[config.mk]
export PLATFORM = sky130hd
export DESIGN_NAME = hamming_16_11_stream_encoder
export DESIGN_NICKNAME = d
export VERILOG_FILES = /design/src/hmenc_pkg.sv /design/src/hmenc_front.sv /design/src/hmenc_queue.sv /design/src/hmenc_back.sv /design/src/hamming_16_11_stream_encoder.sv
export SDC_FILE = /design/constraint.sdc
export NUM_CORES = 1
export LEC_CHECK = 0
export BUFFER_PORTS_ARGS = -buffer_cell sky130_fd_sc_hd__buf_2
export CAP_MARGIN = 20
export CELL_PAD_IN_SITES_DETAIL_PLACEMENT = 0
export CELL_PAD_IN_SITES_GLOBAL_PLACEMENT = 1
export CORE_MARGIN = 3
export CORE_UTILIZATION = 40
export CTS_BUF_LIST = sky130_fd_sc_hd__clkbuf_4 sky130_fd_sc_hd__clkbuf_8
export CTS_CLUSTER_SIZE = 25
export DETAILED_ROUTE_END_ITERATION = 8
export PLACE_DENSITY = 0.75
export SLEW_MARGIN = 20
export SYNTH_ARGS = -nofsm -noshare
export SYNTH_HDL_FRONTEND = slang
export SYNTH_SLANG_ARGS = --single-unit
[constraint.sdc]
create_clock -name aclk -period 5.39 [get_ports aclk]
set_input_delay 0.539 -clock aclk [delete_from_list [all_inputs] [get_ports aclk]]
set_output_delay 0.539 -clock aclk [all_outputs]
set_load 0.01 [all_outputs]
[src/hmenc_pkg.sv]
// shared types, constants and the code word function for the (16,11) stream encoder
// no dependencies; imported by every module of the block
package hmenc_pkg;

    localparam int GROUP_BITS      = 11;
    localparam int BYTE_BITS       = 8;
    localparam int WORD_BITS       = 16;
    localparam int COUNT_BITS      = 4;
    localparam int TOTAL_BITS      = 5;
    localparam int MERGE_BITS      = GROUP_BITS + BYTE_BITS - 1;
    localparam int QUEUE_DEPTH_DEF = 4;

    // one queue entry: the words that one byte causes
    typedef struct packed {
        logic                  two_words;
        logic                  last0;
        logic [GROUP_BITS-1:0] grp0;
        logic [GROUP_BITS-1:0] grp1;
    } hmenc_job_t;

    // data bits to positions 3,5,6,7,9..15, parity at 1,2,4,8, overall parity at 0
    function automatic logic [WORD_BITS-1:0] hmenc_encode(input logic [GROUP_BITS-1:0] d);
        logic [WORD_BITS-1:0] w;
        w       = '0;
        w[3]    = d[0];
        w[5]    = d[1];
        w[6]    = d[2];
        w[7]    = d[3];
        w[15:9] = d[10:4];
        w[1]    = d[0] ^ d[1] ^ d[3] ^ d[4] ^ d[6] ^ d[8] ^ d[10];
        w[2]    = d[0] ^ d[2] ^ d[3] ^ d[5] ^ d[6] ^ d[9] ^ d[10];
        w[4]    = d[1] ^ d[2] ^ d[3] ^ d[7] ^ d[8] ^ d[9] ^ d[10];
        w[8]    = ^d[10:4];
        w[0]    = ^w[15:1];
        return w;
    endfunction

endpackage

[src/hmenc_front.sv]
// front end: accepts bytes, packs bits into 11-bit groups and queues the resulting jobs
// depends on hmenc_pkg
module hmenc_front
    import hmenc_pkg::*;
(
    input  logic                  aclk,
    input  logic                  aresetn,
    input  logic                  s_tvalid,
    output logic                  s_tready,
    input  logic [BYTE_BITS-1:0]  s_tdata,
    input  logic                  s_tlast,
    input  logic                  q_full,
    output logic                  q_push,
    output hmenc_job_t            q_job
);

    logic [GROUP_BITS-1:0] bits_reg, bits_next;
    logic [COUNT_BITS-1:0] count_reg, count_next;
    logic [MERGE_BITS-1:0] merged;
    logic [TOTAL_BITS-1:0] total;
    logic [TOTAL_BITS-1:0] rem;
    logic                  grp_full;
    logic                  accept;

    assign s_tready = !q_full;
    assign accept   = s_tvalid && s_tready;

    always_comb begin
        merged   = {{(MERGE_BITS-GROUP_BITS){1'b0}}, bits_reg}
                 | ({{(MERGE_BITS-BYTE_BITS){1'b0}}, s_tdata} << count_reg);
        total    = {{(TOTAL_BITS-COUNT_BITS){1'b0}}, count_reg} + TOTAL_BITS'(BYTE_BITS);
        grp_full = total >= TOTAL_BITS'(GROUP_BITS);
        rem      = grp_full ? total - TOTAL_BITS'(GROUP_BITS) : total;

        q_job.grp0      = merged[GROUP_BITS-1:0];
        q_job.grp1      = {{(2*GROUP_BITS-MERGE_BITS){1'b0}}, merged[MERGE_BITS-1:GROUP_BITS]};
        q_job.last0     = s_tlast && (!grp_full || rem == '0);
        q_job.two_words = s_tlast && grp_full && rem != '0;
        q_push          = accept && (grp_full || s_tlast);

        bits_next  = bits_reg;
        count_next = count_reg;
        if (accept) begin
            if (s_tlast) begin
                bits_next  = '0;
                count_next = '0;
            end else begin
                bits_next  = grp_full ? q_job.grp1 : merged[GROUP_BITS-1:0];
                count_next = rem[COUNT_BITS-1:0];
            end
        end
    end

    always_ff @(posedge aclk) begin
        if (!aresetn) begin
            bits_reg  <= '0;
            count_reg <= '0;
        end else begin
            bits_reg  <= bits_next;
            count_reg <= count_next;
        end
    end

endmodule

[src/hmenc_queue.sv]
// short job queue between front and back ends
// depends on hmenc_pkg
module hmenc_queue
    import hmenc_pkg::*;
#(
    parameter int DEPTH = QUEUE_DEPTH_DEF
) (
    input  logic       aclk,
    input  logic       aresetn,
    input  logic       push,
    input  hmenc_job_t push_job,
    input  logic       pop,
    output hmenc_job_t head_job,
    output logic       empty,
    output logic       full
);

    localparam int PTR_W = (DEPTH > 1) ? $clog2(DEPTH) : 1;
    localparam int CNT_W = $clog2(DEPTH + 1);

    hmenc_job_t           mem [DEPTH];
    logic [PTR_W-1:0]     wr_ptr_reg, wr_ptr_next;
    logic [PTR_W-1:0]     rd_ptr_reg, rd_ptr_next;
    logic [CNT_W-1:0]     count_reg, count_next;

    assign empty    = count_reg == '0;
    assign full     = count_reg == CNT_W'(DEPTH);
    assign head_job = mem[rd_ptr_reg];

    always_comb begin
        wr_ptr_next = wr_ptr_reg;
        rd_ptr_next = rd_ptr_reg;
        count_next  = count_reg;
        if (push) begin
            wr_ptr_next = (wr_ptr_reg == PTR_W'(DEPTH - 1)) ? '0 : wr_ptr_reg + 1'b1;
        end
        if (pop) begin
            rd_ptr_next = (rd_ptr_reg == PTR_W'(DEPTH - 1)) ? '0 : rd_ptr_reg + 1'b1;
        end
        if (push && !pop) begin
            count_next = count_reg + 1'b1;
        end else if (pop && !push) begin
            count_next = count_reg - 1'b1;
        end
    end

    always_ff @(posedge aclk) begin
        if (!aresetn) begin
            wr_ptr_reg <= '0;
            rd_ptr_reg <= '0;
            count_reg  <= '0;
        end else begin
            wr_ptr_reg <= wr_ptr_next;
            rd_ptr_reg <= rd_ptr_next;
            count_reg  <= count_next;
        end
    end

    always_ff @(posedge aclk) begin
        if (push) begin
            mem[wr_ptr_reg] <= push_job;
        end
    end

endmodule

[src/hmenc_back.sv]
// back end: encodes queued groups into code words and holds the output register
// depends on hmenc_pkg
module hmenc_back
    import hmenc_pkg::*;
(
    input  logic                  aclk,
    input  logic                  aresetn,
    input  logic                  q_empty,
    input  hmenc_job_t            q_head,
    output logic                  q_pop,
    output logic                  m_tvalid,
    input  logic                  m_tready,
    output logic [WORD_BITS-1:0]  m_tdata,
    output logic                  m_tlast
);

    logic                  valid_reg, valid_next;
    logic [WORD_BITS-1:0]  data_reg, data_next;
    logic                  last_reg, last_next;
    logic                  second_reg, second_next;
    logic [GROUP_BITS-1:0] hold_reg, hold_next;
    logic                  can_load;

    assign can_load = !valid_reg || m_tready;

    always_comb begin
        valid_next  = valid_reg;
        data_next   = data_reg;
        last_next   = last_reg;
        second_next = second_reg;
        hold_next   = hold_reg;
        q_pop       = 1'b0;
        if (can_load) begin
            if (second_reg) begin
                // flushed partial group of a final byte
                valid_next  = 1'b1;
                data_next   = hmenc_encode(hold_reg);
                last_next   = 1'b1;
                second_next = 1'b0;
            end else if (!q_empty) begin
                q_pop       = 1'b1;
                valid_next  = 1'b1;
                data_next   = hmenc_encode(q_head.grp0);
                last_next   = q_head.last0;
                second_next = q_head.two_words;
                hold_next   = q_head.grp1;
            end else begin
                valid_next  = 1'b0;
            end
        end
    end

    always_ff @(posedge aclk) begin
        if (!aresetn) begin
            valid_reg  <= 1'b0;
            second_reg <= 1'b0;
        end else begin
            valid_reg  <= valid_next;
            second_reg <= second_next;
        end
        data_reg <= data_next;
        last_reg <= last_next;
        hold_reg <= hold_next;
    end

    assign m_tvalid = valid_reg;
    assign m_tdata  = data_reg;
    assign m_tlast  = last_reg;

endmodule

[src/hamming_16_11_stream_encoder.sv]
// top level of the extended hamming (16,11) stream encoder
// depends on hmenc_pkg, hmenc_front, hmenc_queue, hmenc_back
//
// usage
//   slave channel s_*: one byte per transaction, bit 0 is consumed first; s_tlast marks
//   the final byte of a stream. bits are gathered into 11-bit groups across bytes
//   master channel m_*: one 16-bit extended hamming code word per transaction, parity at
//   bits 0,1,2,4,8; m_tlast marks the final word of the stream
//   a final byte flushes any partial group, zero padded, so it always yields a word
// data path and throughput
//   one byte per cycle is accepted while the job queue is not full; the first word a
//   byte causes is written into the job queue on acceptance and then loaded into the
//   back output register, which drives m_*. a final byte that completes a group and
//   leaves bits over causes two words, which the back end issues one after the other,
//   popping no job in between; all other bytes cause at most one. sustained rate is
//   one byte per cycle while m_tready is high, set by the back end's single output register
// stall and reset
//   when m_tready is low the output word holds, the job queue fills and s_tready falls
//   only once QUEUE_DEPTH jobs wait; the front keeps taking bytes until then
//   aresetn (synchronous, active low) empties the queue, drops the output word and
//   clears the partially collected group
module hamming_16_11_stream_encoder
    import hmenc_pkg::*;
#(
    parameter int QUEUE_DEPTH = QUEUE_DEPTH_DEF   // jobs buffered between front and back
) (
    input  logic                 aclk,
    input  logic                 aresetn,
    // byte input channel
    input  logic                 s_tvalid,
    output logic                 s_tready,
    input  logic [7:0]           s_tdata,    // [7:0] data_byte
    input  logic                 s_tlast,    // last_byte
    // code word output channel
    output logic                 m_tvalid,
    input  logic                 m_tready,
    output logic [15:0]          m_tdata,    // [15:0] code_word
    output logic                 m_tlast     // last_word
);

    hmenc_job_t push_job;
    hmenc_job_t head_job;
    logic       q_push;
    logic       q_pop;
    logic       q_empty;
    logic       q_full;

    // front: bit packing and job classification
    hmenc_front u_front (
        .aclk     (aclk),
        .aresetn  (aresetn),
        .s_tvalid (s_tvalid),
        .s_tready (s_tready),
        .s_tdata  (s_tdata),
        .s_tlast  (s_tlast),
        .q_full   (q_full),
        .q_push   (q_push),
        .q_job    (push_job)
    );

    // decoupling queue so either side may stall on its own
    hmenc_queue #(
        .DEPTH (QUEUE_DEPTH)
    ) u_queue (
        .aclk     (aclk),
        .aresetn  (aresetn),
        .push     (q_push),
        .push_job (push_job),
        .pop      (q_pop),
        .head_job (head_job),
        .empty    (q_empty),
        .full     (q_full)
    );

    // back: encoding and output register
    hmenc_back u_back (
        .aclk     (aclk),
        .aresetn  (aresetn),
        .q_empty  (q_empty),
        .q_head   (head_job),
        .q_pop    (q_pop),
        .m_tvalid (m_tvalid),
        .m_tready (m_tready),
        .m_tdata  (m_tdata),
        .m_tlast  (m_tlast)
    );

endmodule

; ---- Yosys cells after proc, flatten, opt, wreduce, memory -nomap -nowiden
; Memories as Yosys holds them, arrays and structs flattened. A register that Yosys moved wholly into a read port is not among the register bits.
; Cells that the tools add are included.
[word_totals]
register_bits = 52
mem_bits_rw = 80
input_bits = 13
out_inout_bits = 19
word_cells = 108
memories = 1
[memory_table]
columns = memory, depth, word_bits, read_ports, rd_ports_with_merged_regs, wr, line_no
row1 = u_queue.mem, 4, 20, 1, 1, 1, hmenc_queue.sv:21  ; hmenc_job_t mem [DEPTH];
[classes]
n_addsub = 6
order_cmp = 1
n_eq_ne = 4
shift = 1
muxes = 21
bitwise = 39
reduce_logical = 25
[op_table]
columns = cell, n
row1 = $xor 1x1->1, 36
row2 = $mux 16, 2
row3 = $reduce_xor 15->1, 2
row4 = $mux 11, 2
row5 = $or 11x18->18, 1
row6 = $shl 8x4->18, 1
row7 = $reduce_xor 7->1, 2
row8 = $mux 1, 9
row9 = $mux 2, 4
row10 = $logic_and 1x1->1, 7
row11 = $mux 3, 2
row12 = $add 4x4->5 const B, 1
row13 = $ge 5x4->1 const B, 1
row14 = $logic_not 1->1, 5
row15 = $logic_not 5->1, 1
row16 = $mux 5, 1
row17 = $reduce_bool 5->1, 1
row18 = $sub 5x4->5 const B, 1
row19 = $add 2x1->2 const B, 2
row20 = $eq 2x2->1 const B, 2
row21 = $mux 4, 1
row22 = $add 3x1->3 const B, 1
row23 = $eq 3x3->1 const B, 1
row24 = $logic_not 3->1, 1
row25 = 7 further kinds, 10

; ---- Depth between registers and ports, before layout
; Gate-level depths: netlist (run 1).
[depth]
ltp_word = 9
mapped_depth = 12
ltp_nobuf = 11

; ---- Cells and area by module
; A second synthesis (run 1) with hierarchy kept.
[unflattened]
cells_unflattened = 448
hier_area_um2 = 6907.9
[by_module_without_submodules]
columns = module, instances, cells_each, area_per_inst_um2, seq_area_each_um2
row1 = hmenc_queue, 1, 170, 3961.3, 3062.9
row2 = hmenc_back, 1, 95, 1587.8, 880.8
row3 = hmenc_front, 1, 183, 1358.8, 300.3

; ---- Least setup slack after synthesis (run 1)
; No wires, ideal clock.
[synth_path]
path_type = input -> register
from = input m_tready
to = register u_queue.count_reg[2]
setup_ps = 76
t_arrival_ps = 2491
required_time_ps = 5314
slack_ps = 2824
path_stages = 9
n_path_buf = 0
path_cell_list = nor2b_1 > nor3_1 > inv_1 > ha_1 > inv_1 > fa_1 > xor2_1 > or3_1 > a21boi_0
[synth_via]
elab_chain_cells = 5
elab_cells_between_ends = 7
cone_classes = mux (2) / reduce/logical (5)
[synth_rtl]
columns = item, line_no
row1 = from (decl), hamming_16_11_stream_encoder.sv:36  ; input logic m_tready,
row2 = $logic_or 1x1->1 *, hmenc_back.sv:24  ; assign can_load = !valid_reg || m_tready;
row3 = $mux 1 *, hmenc_back.sv:33  ; if (can_load) begin
row4 = via q_pop, hamming_16_11_stream_encoder.sv:44  ; logic q_pop;
row5 = $logic_not 1->1, hmenc_queue.sv:40  ; if (push && !pop) begin
row6 = $logic_and 1x1->1, hmenc_queue.sv:40
row7 = $mux 3 or $reduce_bool 2->1 (tied branches), --
row8 = to (signal assigned), hmenc_queue.sv:55  ; count_reg <= count_next;
row9 = to (decl), hmenc_queue.sv:24  ; logic [CNT_W-1:0] count_reg, count_next;
; The timed path passes the listed nets; every way through them passes the cells marked *.
; A chain may end at the register's enable or synchronous reset.

; ---- Worst setup path after layout (run 1)
[layout_path]
from = register u_front.count_reg[1]
to = register u_queue.count_reg[2]
[layout_via]
elab_chain_cells = 7
elab_cells_between_ends = 9
cone_classes = add/sub (1) / order compare (1) / mux (1) / reduce/logical (6)
[layout_rtl]
columns = item, line_no
row1 = from (decl), hmenc_front.sv:18  ; logic [COUNT_BITS-1:0] count_reg, count_next;
row2 = from (signal assigned), hmenc_front.sv:60  ; count_reg <= count_next;
row3 = $add 4x4->5 *, hmenc_front.sv:31  ; total = {{(TOTAL_BITS-COUNT_BITS){1'b0}}, count_reg} + TOTAL_BITS'(BYTE_BITS);
row4 = $ge 5x4->1 *, hmenc_front.sv:32  ; grp_full = total >= TOTAL_BITS'(GROUP_BITS);
row5 = $logic_or 1x1->1 *, hmenc_front.sv:39  ; q_push = accept && (grp_full || s_tlast);
row6 = $logic_and 1x1->1 *, hmenc_front.sv:39
row7 = via q_push, hamming_16_11_stream_encoder.sv:43  ; logic q_push;
row8 = $logic_not 1->1, hmenc_queue.sv:42  ; end else if (pop && !push) begin
row9 = $logic_and 1x1->1, hmenc_queue.sv:42
row10 = $reduce_bool 2->1 (no source line), --
; Marked as above.

==> results of run 1 <==
-- logic make-up (layout without fill, tap and decap cells) --
| family | Yosys count | in the layout |
|---|---|---|
| AOI/OAI and AO/OA | 70 | 70 |
| xor gates and xnor gates | 36 | 36 |
| adders and majority gates | 8 | 8 |
| buffers and inverters | 28 | 76 |
| DFF | 130 | 130 |
| muxes | 47 | 47 |
| and+or+nand+nor | 85 | 85 |
-- cell usage in the layout, fill, tap and decap left out, drive strengths merged, types with 4 or more instances in the layout --
cell type	count
edfxtp	104
buf	36
dfxtp	26
xnor2	26
o21ai	23
mux4	22
clkbuf	21
nand2	20
nor2b	17
nor2	16
mux2i	14
a21oi	13
and2	12
mux2	11
xor2	10
inv	7
a21o	7
a21boi	7
ha	7
clkinv	6
a22oi	5
nor3	4
nand3b	4
o211a	4
bufinv	4
-- through the flow --
step	instance area, sq um	power (mW)	setup slack [ns]
after floorplan	5870	2.46	2.82
after global placement	6190	2.73	2.30
after detailed placement	6190	2.76	2.19
after CTS	6610	3.64	2.18
after global routing	6630	3.83	1.87
final	6630	3.60	2.18
-- Yosys cell counts (all sizes together) (9+ instances only) --
library cell    n
a21oi          13
and2           12
buf             9
clkbuf         11
dfxtp          26
edfxtp        104
mux2           11
mux2i          14
mux4           22
nand2          20
nor2           16
nor2b          17
o21ai          23
xnor2          26
xor2           10
-- worst max-delay path by stage --
stage | endpoint | slack, ns | cells past startpoint
after CTS | u_queue.count_reg[2] | 2.18 | 11
after floorplan | u_queue.count_reg[2] | 2.82 | 9
after global placement | u_queue.count_reg[2] | 2.30 | 11
after global routing | u_queue.count_reg[2] | 1.87 | 11
after detailed placement | u_queue.count_reg[2] | 2.19 | 11
final | u_queue.count_reg[2] | 2.18 | 11
-- worst reg2reg max path: stages (launching register included) --
cell	delay [ns]
dfxtp_1	0.86
ha_1	0.36
a21oi_1	0.08
nand2_1	0.19
o21ai_1	0.19
inv_1	0.20
ha_1	0.20
inv_1	0.06
fa_1	0.37
xor2_1	0.15
or3_1	0.30
a21boi_0	0.16
-- power breakdown --
part	switching, mW	leakage, nW	internal (mW)
sequential	0.121	1.19	1.37
clock	0.363	0.215	0.521
combinational	0.622	0.896	0.604
total	1.11	2.30	2.49
-- area by class of cell --
type / count / share of cell area
clock buffers: 21 / 0.0398
clock inverters: 11 / 0.0245
inverters: 8 / 0.00453
multi-input cells: 246 / 0.317
flip-flops and latches: 130 / 0.550
well taps: 180 / 0.0340
repair buffers: 36 / 0.0302
-- routing by layer --
metal	track usage	share of wire	vias to the layer above
li1	-	-	1593
met1	0.190	0.45	1597
met2	0.230	0.48	69
met3	0.0376	0.039	23
met4	0.0757	0.029	0
met5	0	0	-
==> flow_summary.html, run 1 <==
<table>
<tr><th>Metric</th><th>Value</th></tr>
<tr><th colspan="2">Floorplan</th></tr>
<tr><td>Rows</td><td>43</td></tr>
<tr><td>Number of top-level pins</td><td>32</td></tr>
<tr><td>Initial Utilization</td><td>0.417</td></tr>
<tr><td>Area of the core region</td><td>14,100 sq um</td></tr>
<tr><td>Area enclosed by the die boundary</td><td>16,200 sq um</td></tr>
<tr><td>Height of the die</td><td>127 microns</td></tr>
<tr><td>Die X-Extent</td><td>127 microns</td></tr>
<tr><th colspan="2">Run status</th></tr>
<tr><td>Status</td><td>finished clean</td></tr>
<tr><th colspan="2">Finish</th></tr>
<tr><td>Number of nets at the end of the flow</td><td>460</td></tr>
<tr><td>Final Non-Filler Cells</td><td>632</td></tr>
<tr><td>Final standard cell utilization of the core</td><td>0.470</td></tr>
<tr><td>Antenna diodes</td><td>0</td></tr>
<tr><td>Share of cells above drive strength 1</td><td>0.226</td></tr>
<tr><td>Number of flip-flops under the largest register name</td><td>80</td></tr>
<tr><td>Area taken by multi-input logic gates</td><td>2100 sq um</td></tr>
<tr><td>Fill count</td><td>1,249</td></tr>
<tr><td>Footprint of the flip-flops and latches</td><td>3640 sq um</td></tr>
<tr><td>Layout overhead on the synthesized area</td><td>12.8%</td></tr>
<tr><th colspan="2">STA</th></tr>
<tr><td>Final worst path period share</td><td>0.596</td></tr>
<tr><td>Setup repair after global routing missed its margin</td><td>no</td></tr>
<tr><td>Final hold violations</td><td>0</td></tr>
<tr><td>Number of pins with negative max-slew slack in the final report</td><td>0</td></tr>
<tr><td>Final clock skew</td><td>0.0105 ns</td></tr>
<tr><td>Number of setup violations in the final report</td><td>0</td></tr>
<tr><td>Worst slew pin tran</td><td>1.02 ns</td></tr>
<tr><td>Post-layout minimum cycle time</td><td>3.21 ns</td></tr>
<tr><td>Maximum clock frequency</td><td>0.311 GHz</td></tr>
<tr><td>WHS</td><td>0.478 ns</td></tr>
<tr><td>Worst-case headroom to the max-slew limit</td><td>0.318</td></tr>
<tr><td>Total Negative Setup Slacks</td><td>0 ns</td></tr>
<tr><th colspan="2">Critical path</th></tr>
<tr><td>Highest net fanout along the worst path</td><td>23</td></tr>
<tr><td>Endpoint of the worst register-to-register path</td><td>u_queue.count_reg[2]</td></tr>
<tr><td>Crit-path slowest cell</td><td>dfxtp_1</td></tr>
<tr><td>Launch instance of the worst register-to-register path</td><td>u_front.count_reg[1]</td></tr>
<tr><td>CP bufs+invs</td><td>2</td></tr>
<tr><td>Data required time at the worst endpoint</td><td>5.74 ns</td></tr>
<tr><td>Longest individual stage delay on the worst path</td><td>0.86 ns</td></tr>
<tr><td>Kind of critical path</td><td>reg -&gt; reg</td></tr>
<tr><td>Series of cell instances along the critical path</td><td>ha_1 -&gt; a21oi_1 -&gt; nand2_1 -&gt; o21ai_1 -&gt; inv_1 -&gt; ha_1 -&gt; inv_1 -&gt; fa_1 -&gt; xor2_1 -&gt; or3_1 -&gt; a21boi_0</td></tr>
<tr><td>Critical path endpoint category</td><td>flop</td></tr>
<tr><td>Timing startpoint of the critical path</td><td>u_front.count_reg[1]</td></tr>
<tr><td>Reg2reg setup slack</td><td>2.18 ns</td></tr>
<tr><td>Depth of the worst register-to-register path</td><td>11</td></tr>
<tr><td>CP startpoint kind</td><td>flop</td></tr>
<tr><td>Endpoint arrival time on the critical path</td><td>3.57 ns</td></tr>
<tr><td>Kind of cell with the highest combined delay on the critical path</td><td>adder cells</td></tr>
<tr><th colspan="2">GRT</th></tr>
<tr><td>First-pass GRT wire length</td><td>18,100 microns</td></tr>
<tr><td>Overall global routing resource usage</td><td>0.147</td></tr>
<tr><td>Number of global-route vias before repair</td><td>3,406</td></tr>
<tr><td>Final global-route overflow total</td><td>0</td></tr>
<tr><td>Number of antenna violations at the first check in global routing</td><td>0</td></tr>
<tr><td>Largest net degree at the start of global routing</td><td>26</td></tr>
<tr><th colspan="2">Hold path</th></tr>
<tr><td>Worst Hold Class</td><td>reg -&gt; reg</td></tr>
<tr><td>Worst hold path depth</td><td>2</td></tr>
<tr><td>Origin of the worst min-delay path</td><td>u_front.bits_reg[6]</td></tr>
<tr><td>Endpoint, Worst Hold</td><td>u_front.bits_reg[6]</td></tr>
<tr><th colspan="2">Detailed routing</th></tr>
<tr><td>Post-detailed-route wirelength per cell</td><td>17.5 microns</td></tr>
<tr><td>Wire length after detailed routing</td><td>11,100 microns</td></tr>
<tr><td>DRC violation total after the first TritonRoute iteration</td><td>237</td></tr>
<tr><td>Total number of vias</td><td>3,282</td></tr>
<tr><td>Residual DRC</td><td>0</td></tr>
<tr><td>Vias per std cell</td><td>5.19</td></tr>
<tr><td>Number of search-and-repair iterations in the first detailed-routing pass</td><td>6</td></tr>
<tr><td>Antenna Nets Post-Route</td><td>0</td></tr>
<tr><th colspan="2">Power and ir drop</th></tr>
<tr><td>Pwr per Cell Area</td><td>543 nW/um^2</td></tr>
<tr><td>Worst supply voltage drop on vdd</td><td>241 uV</td></tr>
<tr><td>Lkg Pwr</td><td>2.30 nW</td></tr>
<tr><th colspan="2">Yosys</th></tr>
<tr><td>Arithmetic-cell share of the synthesized area counting full adders, half adders and majority gates</td><td>0.0183</td></tr>
<tr><td>Share of the synthesized netlist area taken by xor and xnor gates</td><td>0.0562</td></tr>
<tr><td>Compound-cell area share of the yosys netlist</td><td>0.0769</td></tr>
<tr><td>Most frequently used flop master after synthesis</td><td>edfxtp_1</td></tr>
<tr><td>Combinational family with the most area after synthesis</td><td>multiplexers</td></tr>
<tr><td>Sequential cell area fraction in the yosys report</td><td>0.620</td></tr>
<tr><td>Number of enable flip-flop cells after synthesis</td><td>104</td></tr>
<tr><td>Total nets after synthesis</td><td>425</td></tr>
<tr><td>Async SR Flop Fraction</td><td>0</td></tr>
<tr><td>Fraction of the mapped netlist area in simple logic gates</td><td>0.0760</td></tr>
<tr><td>Distinct cell type count after synthesis</td><td>46</td></tr>
<tr><td>Netlist area before placement</td><td>5870 sq um</td></tr>
<tr><td>Count of yosys warnings during synthesis</td><td>0</td></tr>
<tr><td>Synth area leader</td><td>edfxtp_1</td></tr>
<tr><td>Avg Cell Area, Syn</td><td>14.5 sq um</td></tr>
<tr><td>Most area-consuming cells after synthesis</td><td>edfxtp_1 53%, dfxtp_1 8.9%, mux4_2 7.7%</td></tr>
<tr><td>Mux cell area share after synthesis</td><td>0.131</td></tr>
<tr><td>Seq cells post-synth</td><td>130</td></tr>
<tr><td>Area fraction of the dominant cell type after synthesis</td><td>0.532</td></tr>
<tr><td>Post-Syn Instances</td><td>404</td></tr>
<tr><th colspan="2">Clock network</th></tr>
<tr><td>CTS Hold Bufs</td><td>0</td></tr>
<tr><td>Clock-pin slew of the registers on the worst-case setup and hold paths</td><td>0.07 ns</td></tr>
<tr><td>Post-cts gate resize count</td><td>0</td></tr>
<tr><td>Clock latency on the worst-skew pair</td><td>0.43 ns</td></tr>
<tr><td>Clock root buffer</td><td>clkbuf_8</td></tr>
<tr><td>Number of buffers inserted to repair setup after CTS</td><td>0</td></tr>
<tr><td>Depth of the CTS H-tree</td><td>4</td></tr>
<tr><td>CTS tree</td><td>yes</td></tr>
<tr><td>Maximum buffer depth of the clock tree</td><td>2</td></tr>
<tr><td>Total CTS buffers</td><td>17</td></tr>
<tr><td>Clock tree sinks</td><td>130</td></tr>
<tr><th colspan="2">Place</th></tr>
<tr><td>Number of placed cells counting well taps</td><td>599</td></tr>
<tr><td>Placer congestion estimate</td><td>0.815</td></tr>
<tr><td>Port bufs</td><td>31</td></tr>
<tr><td>Final HPWL DP</td><td>7660 microns</td></tr>
<tr><th colspan="2">Flow run</th></tr>
<tr><td>Max-capacitance violation count</td><td>0</td></tr>
</table>
Note: power is estimated with default switching activity, not from simulation.
==> run 2: changes to the inputs <==
--- a/config.mk
+++ b/config.mk
@@ -14,7 +14,7 @@
 export CTS_BUF_LIST = sky130_fd_sc_hd__clkbuf_4 sky130_fd_sc_hd__clkbuf_8
 export CTS_CLUSTER_SIZE = 25
 export DETAILED_ROUTE_END_ITERATION = 8
-export PLACE_DENSITY = 0.75
+export PLACE_DENSITY = 0.78
 export SLEW_MARGIN = 20
 export SYNTH_ARGS = -nofsm -noshare
 export SYNTH_HDL_FRONTEND = slang
==> constraint.sdc (replaced) <==
create_clock -name aclk -period 2.6 [get_ports aclk]
set_input_delay 0.26 -clock aclk [delete_from_list [all_inputs] [get_ports aclk]]
set_output_delay 0.26 -clock aclk [all_outputs]
set_load 0.01 [all_outputs]
==> flow_summary.html, run 2 (synthesis gave the netlist of run 1 again) <==
<table>
<tr><th>Metric</th><th>Value</th></tr>
<tr><th colspan="2">Clock network</th></tr>
<tr><td>Clock tree sinks</td><td>130 (unchanged)</td></tr>
<tr><td>Clock-pin slew of the registers on the worst-case setup and hold paths</td><td>0.09 ns (+0.02 ns)</td></tr>
<tr><td>Depth of the CTS H-tree</td><td>4 (unchanged)</td></tr>
<tr><td>Clock latency on the worst-skew pair</td><td>0.44 ns (about the same)</td></tr>
<tr><td>Clock root buffer</td><td>clkbuf_8</td></tr>
<tr><td>CTS Hold Bufs</td><td>0 (unchanged)</td></tr>
<tr><td>Maximum buffer depth of the clock tree</td><td>2 (unchanged)</td></tr>
<tr><td>Total CTS buffers</td><td>17 (unchanged)</td></tr>
<tr><td>CTS tree</td><td>yes</td></tr>
<tr><th colspan="2">Hold path</th></tr>
<tr><td>Origin of the worst min-delay path</td><td>s_tlast</td></tr>
<tr><td>Endpoint, Worst Hold</td><td>u_front.bits_reg[1]</td></tr>
<tr><td>Worst Hold Class</td><td>in -&gt; reg</td></tr>
<tr><td>Worst hold path depth</td><td>3 (+1)</td></tr>
<tr><th colspan="2">Finish</th></tr>
<tr><td>Antenna diodes</td><td>0 (unchanged)</td></tr>
<tr><td>Fill count</td><td>1,235 (-1.1%)</td></tr>
<tr><td>Final standard cell utilization of the core</td><td>0.477 (+0.00719)</td></tr>
<tr><td>Layout overhead on the synthesized area</td><td>14.6%</td></tr>
<tr><td>Number of nets at the end of the flow</td><td>473 (+2.8%)</td></tr>
<tr><td>Leading cell type in the layout, fill and taps excluded</td><td>edfxtp_1</td></tr>
<tr><td>Share of cells above drive strength 1</td><td>0.258 (+0.0324)</td></tr>
<tr><td>Number of flip-flops under the largest register name</td><td>80 (unchanged)</td></tr>
<tr><td>Footprint of the flip-flops and latches</td><td>3640 sq um (about the same)</td></tr>
<tr><td>Area taken by multi-input logic gates</td><td>2110 sq um (+0.30%)</td></tr>
<tr><td>Most frequent cells in the layout</td><td>104 x edfxtp_1, 31 x buf_2, 25 x dfxtp_1</td></tr>
<tr><th colspan="2">STA</th></tr>
<tr><td>Final worst path period share</td><td>0.918 (+0.322)</td></tr>
<tr><td>Number of pins with negative max-slew slack in the final report</td><td>0 (unchanged)</td></tr>
<tr><td>Maximum clock frequency</td><td>0.419 GHz (+35%)</td></tr>
<tr><td>Total Negative Setup Slacks</td><td>0 ns (unchanged)</td></tr>
<tr><td>Final hold violations</td><td>0 (unchanged)</td></tr>
<tr><td>Number of setup violations in the final report</td><td>0 (unchanged)</td></tr>
<tr><td>Post-layout minimum cycle time</td><td>2.39 ns (-0.827 ns)</td></tr>
<tr><td>Setup repair after global routing missed its margin</td><td>no</td></tr>
<tr><td>Worst slew pin tran</td><td>1.06 ns (+0.0415 ns)</td></tr>
<tr><td>Worst-case headroom to the max-slew limit</td><td>0.290 (-0.0277)</td></tr>
<tr><td>Final clock skew</td><td>0.0137 ns (+0.00316 ns)</td></tr>
<tr><th colspan="2">GRT</th></tr>
<tr><td>Overall global routing resource usage</td><td>0.148 (+0.00154)</td></tr>
<tr><td>Final global-route overflow total</td><td>0 (unchanged)</td></tr>
<tr><td>Largest net degree at the start of global routing</td><td>25 (-3.8%)</td></tr>
<tr><td>First-pass GRT wire length</td><td>18,200 microns (+0.84%)</td></tr>
<tr><td>Number of global-route vias before repair</td><td>3,429 (+0.68%)</td></tr>
<tr><td>Number of antenna violations at the first check in global routing</td><td>0 (unchanged)</td></tr>
<tr><th colspan="2">Run status</th></tr>
<tr><td>Status</td><td>finished clean</td></tr>
<tr><th colspan="2">Critical path</th></tr>
<tr><td>Highest net fanout along the worst path</td><td>6 (-74%)</td></tr>
<tr><td>Longest individual stage delay on the worst path</td><td>0.39 ns (-0.47 ns)</td></tr>
<tr><td>Crit-path slowest cell</td><td>dfxtp_2</td></tr>
<tr><td>Critical path endpoint category</td><td>flop</td></tr>
<tr><td>Endpoint of the worst register-to-register path</td><td>u_queue.count_reg[2]</td></tr>
<tr><td>Series of cell instances along the critical path</td><td>ha_2 -&gt; a21oi_1 -&gt; nand2_2 -&gt; o21ai_1 -&gt; inv_1 -&gt; ha_1 -&gt; inv_1 -&gt; fa_1 -&gt; xor2_1 -&gt; or3_1 -&gt; a21boi_1</td></tr>
<tr><td>Reg2reg setup slack</td><td>0.21 ns (-1.96 ns)</td></tr>
<tr><td>CP bufs+invs</td><td>2 (unchanged)</td></tr>
<tr><td>Kind of critical path</td><td>reg -&gt; reg</td></tr>
<tr><td>Endpoint arrival time on the critical path</td><td>2.74 ns (-0.83 ns)</td></tr>
<tr><td>Library cell appearing most often on the critical path</td><td>inv_1</td></tr>
<tr><td>Launch instance of the worst register-to-register path</td><td>u_front.count_reg[1]</td></tr>
<tr><td>Data required time at the worst endpoint</td><td>2.95 ns (-2.79 ns)</td></tr>
<tr><td>CP startpoint kind</td><td>flop</td></tr>
<tr><td>Depth of the worst register-to-register path</td><td>11 (unchanged)</td></tr>
<tr><td>Kind of cell with the highest combined delay on the critical path</td><td>adder cells</td></tr>
<tr><th colspan="2">Floorplan</th></tr>
<tr><td>Height of the die</td><td>127 microns (unchanged)</td></tr>
<tr><td>Die X-Extent</td><td>127 microns (unchanged)</td></tr>
<tr><td>Initial Utilization</td><td>0.417 (unchanged)</td></tr>
<tr><td>Rows</td><td>43 (unchanged)</td></tr>
<tr><td>Area enclosed by the die boundary</td><td>16,200 sq um (unchanged)</td></tr>
<tr><td>Number of top-level pins</td><td>32 (unchanged)</td></tr>
<tr><td>Area of the core region</td><td>14,100 sq um (unchanged)</td></tr>
<tr><th colspan="2">Detailed routing</th></tr>
<tr><td>Vias per std cell</td><td>5.24 (+0.97%)</td></tr>
<tr><td>DRC violation total after the first TritonRoute iteration</td><td>183 (-23%)</td></tr>
<tr><td>Antenna Nets Post-Route</td><td>0 (unchanged)</td></tr>
<tr><td>Post-detailed-route wirelength per cell</td><td>17.6 microns (+0.88%)</td></tr>
<tr><td>Wire length after detailed routing</td><td>11,400 microns (+3.0%)</td></tr>
<tr><td>Residual DRC</td><td>0 (unchanged)</td></tr>
<tr><td>Total number of vias</td><td>3,382 (+3.0%)</td></tr>
<tr><td>Number of search-and-repair iterations in the first detailed-routing pass</td><td>4 (-2)</td></tr>
<tr><th colspan="2">Place</th></tr>
<tr><td>Placer congestion estimate</td><td>0.822 (+0.82%)</td></tr>
<tr><td>Final HPWL DP</td><td>7960 microns (+3.9%)</td></tr>
<tr><td>Port bufs</td><td>31 (unchanged)</td></tr>
<tr><th colspan="2">Flow run</th></tr>
<tr><td>Max-capacitance violation count</td><td>0 (unchanged)</td></tr>
<tr><th colspan="2">Power and ir drop</th></tr>
<tr><td>Lkg Pwr</td><td>2.36 nW (+2.7%)</td></tr>
<tr><td>Overall power</td><td>7.60 mW (+110%)</td></tr>
<tr><td>Pwr per Cell Area</td><td>1130 nW/um^2 (+110%)</td></tr>
<tr><td>Worst supply voltage drop on vdd</td><td>414 uV (+72%)</td></tr>
</table>
==> run 2: changes by cell type in the layout (fill, tap and decap cells not counted), sizes merged <==
cell    previous run  this run
bufinv             4         3
buf               36        49
clkbuf            21        17
inv                7        15
clkinv             6         3
==> run 2: area by class of cell <==
type | instances | area share
Tap cell | 180 | 0.0335
Timing Repair Buffer | 49 | 0.0431
Clock buffer | 17 | 0.0348
Inverter | 8 | 0.00446
Sequential cell | 130 | 0.542
Clock inverter | 15 | 0.0292
Multi-Input combinational cell | 246 | 0.313
==> run 2: worst max-delay path by stage <==
| stage | start | end | cells past startpoint | slack [ns] |
|---|---|---|---|---|
| final | u_front.count_reg[1] | u_queue.count_reg[2] | 11 | 0.21 |
| after global routing | u_front.count_reg[1] | u_queue.count_reg[2] | 11 | 0.05 |
| after CTS | u_front.count_reg[1] | u_queue.count_reg[2] | 11 | 0.01 |
| after detailed placement | u_front.count_reg[1] | u_queue.count_reg[2] | 11 | 0.05 |
| after global placement | u_front.count_reg[1] | u_queue.count_reg[2] | 11 | 0.21 |
| after floorplan | u_front.count_reg[0] | u_queue.count_reg[2] | 12 | 0.13 |
==> run 2: timing repair <==
action | in CTS | in global routing
setup endpoints to repair | 0 | 21
setup buffers | 0 | 0
gates resized for setup | 0 | 5
==> run 2: routing by layer <==
layer	global-route usage	routed length (microns)	vias to the layer above
met3	0.0397	536	16
li1	-	-	1615
met5	0	0	-
met1	0.181	4930	1673
met2	0.255	5730	78
met4	0.0517	189	0
==> run 2: where the power goes <==
group / switching [mW] / total [mW] / leakage, nW / internal (mW)
logic: 1.43 / 2.77 / 0.958 / 1.34
clock network: 0.866 / 1.85 / 0.214 / 0.982
registers: 0.155 / 2.99 / 1.19 / 2.84
==> run 2: worst min-delay path, delay by kind of cell <==
kind	cells	cell delay [ns]
AOI/OAI and AO/OA	1	0.07
buffers and inverters	1	0.15
and+or+nand+nor	1	0.14
==> run 2: metrics by stage <==
stage	setup WS, ns	cells	area (sq um)	hold slack (ns)
4_1_cts	0.0131	645	6720	0.213
5_1_grt	0.0472	645	6730	0.238
2_1_floorplan	0.131	404	5870	0.441
3_3_place_gp	0.207	613	6290	0.450
3_5_place_dp	0.0491	613	6290	0.464
6_report	0.213	645	6730	0.234
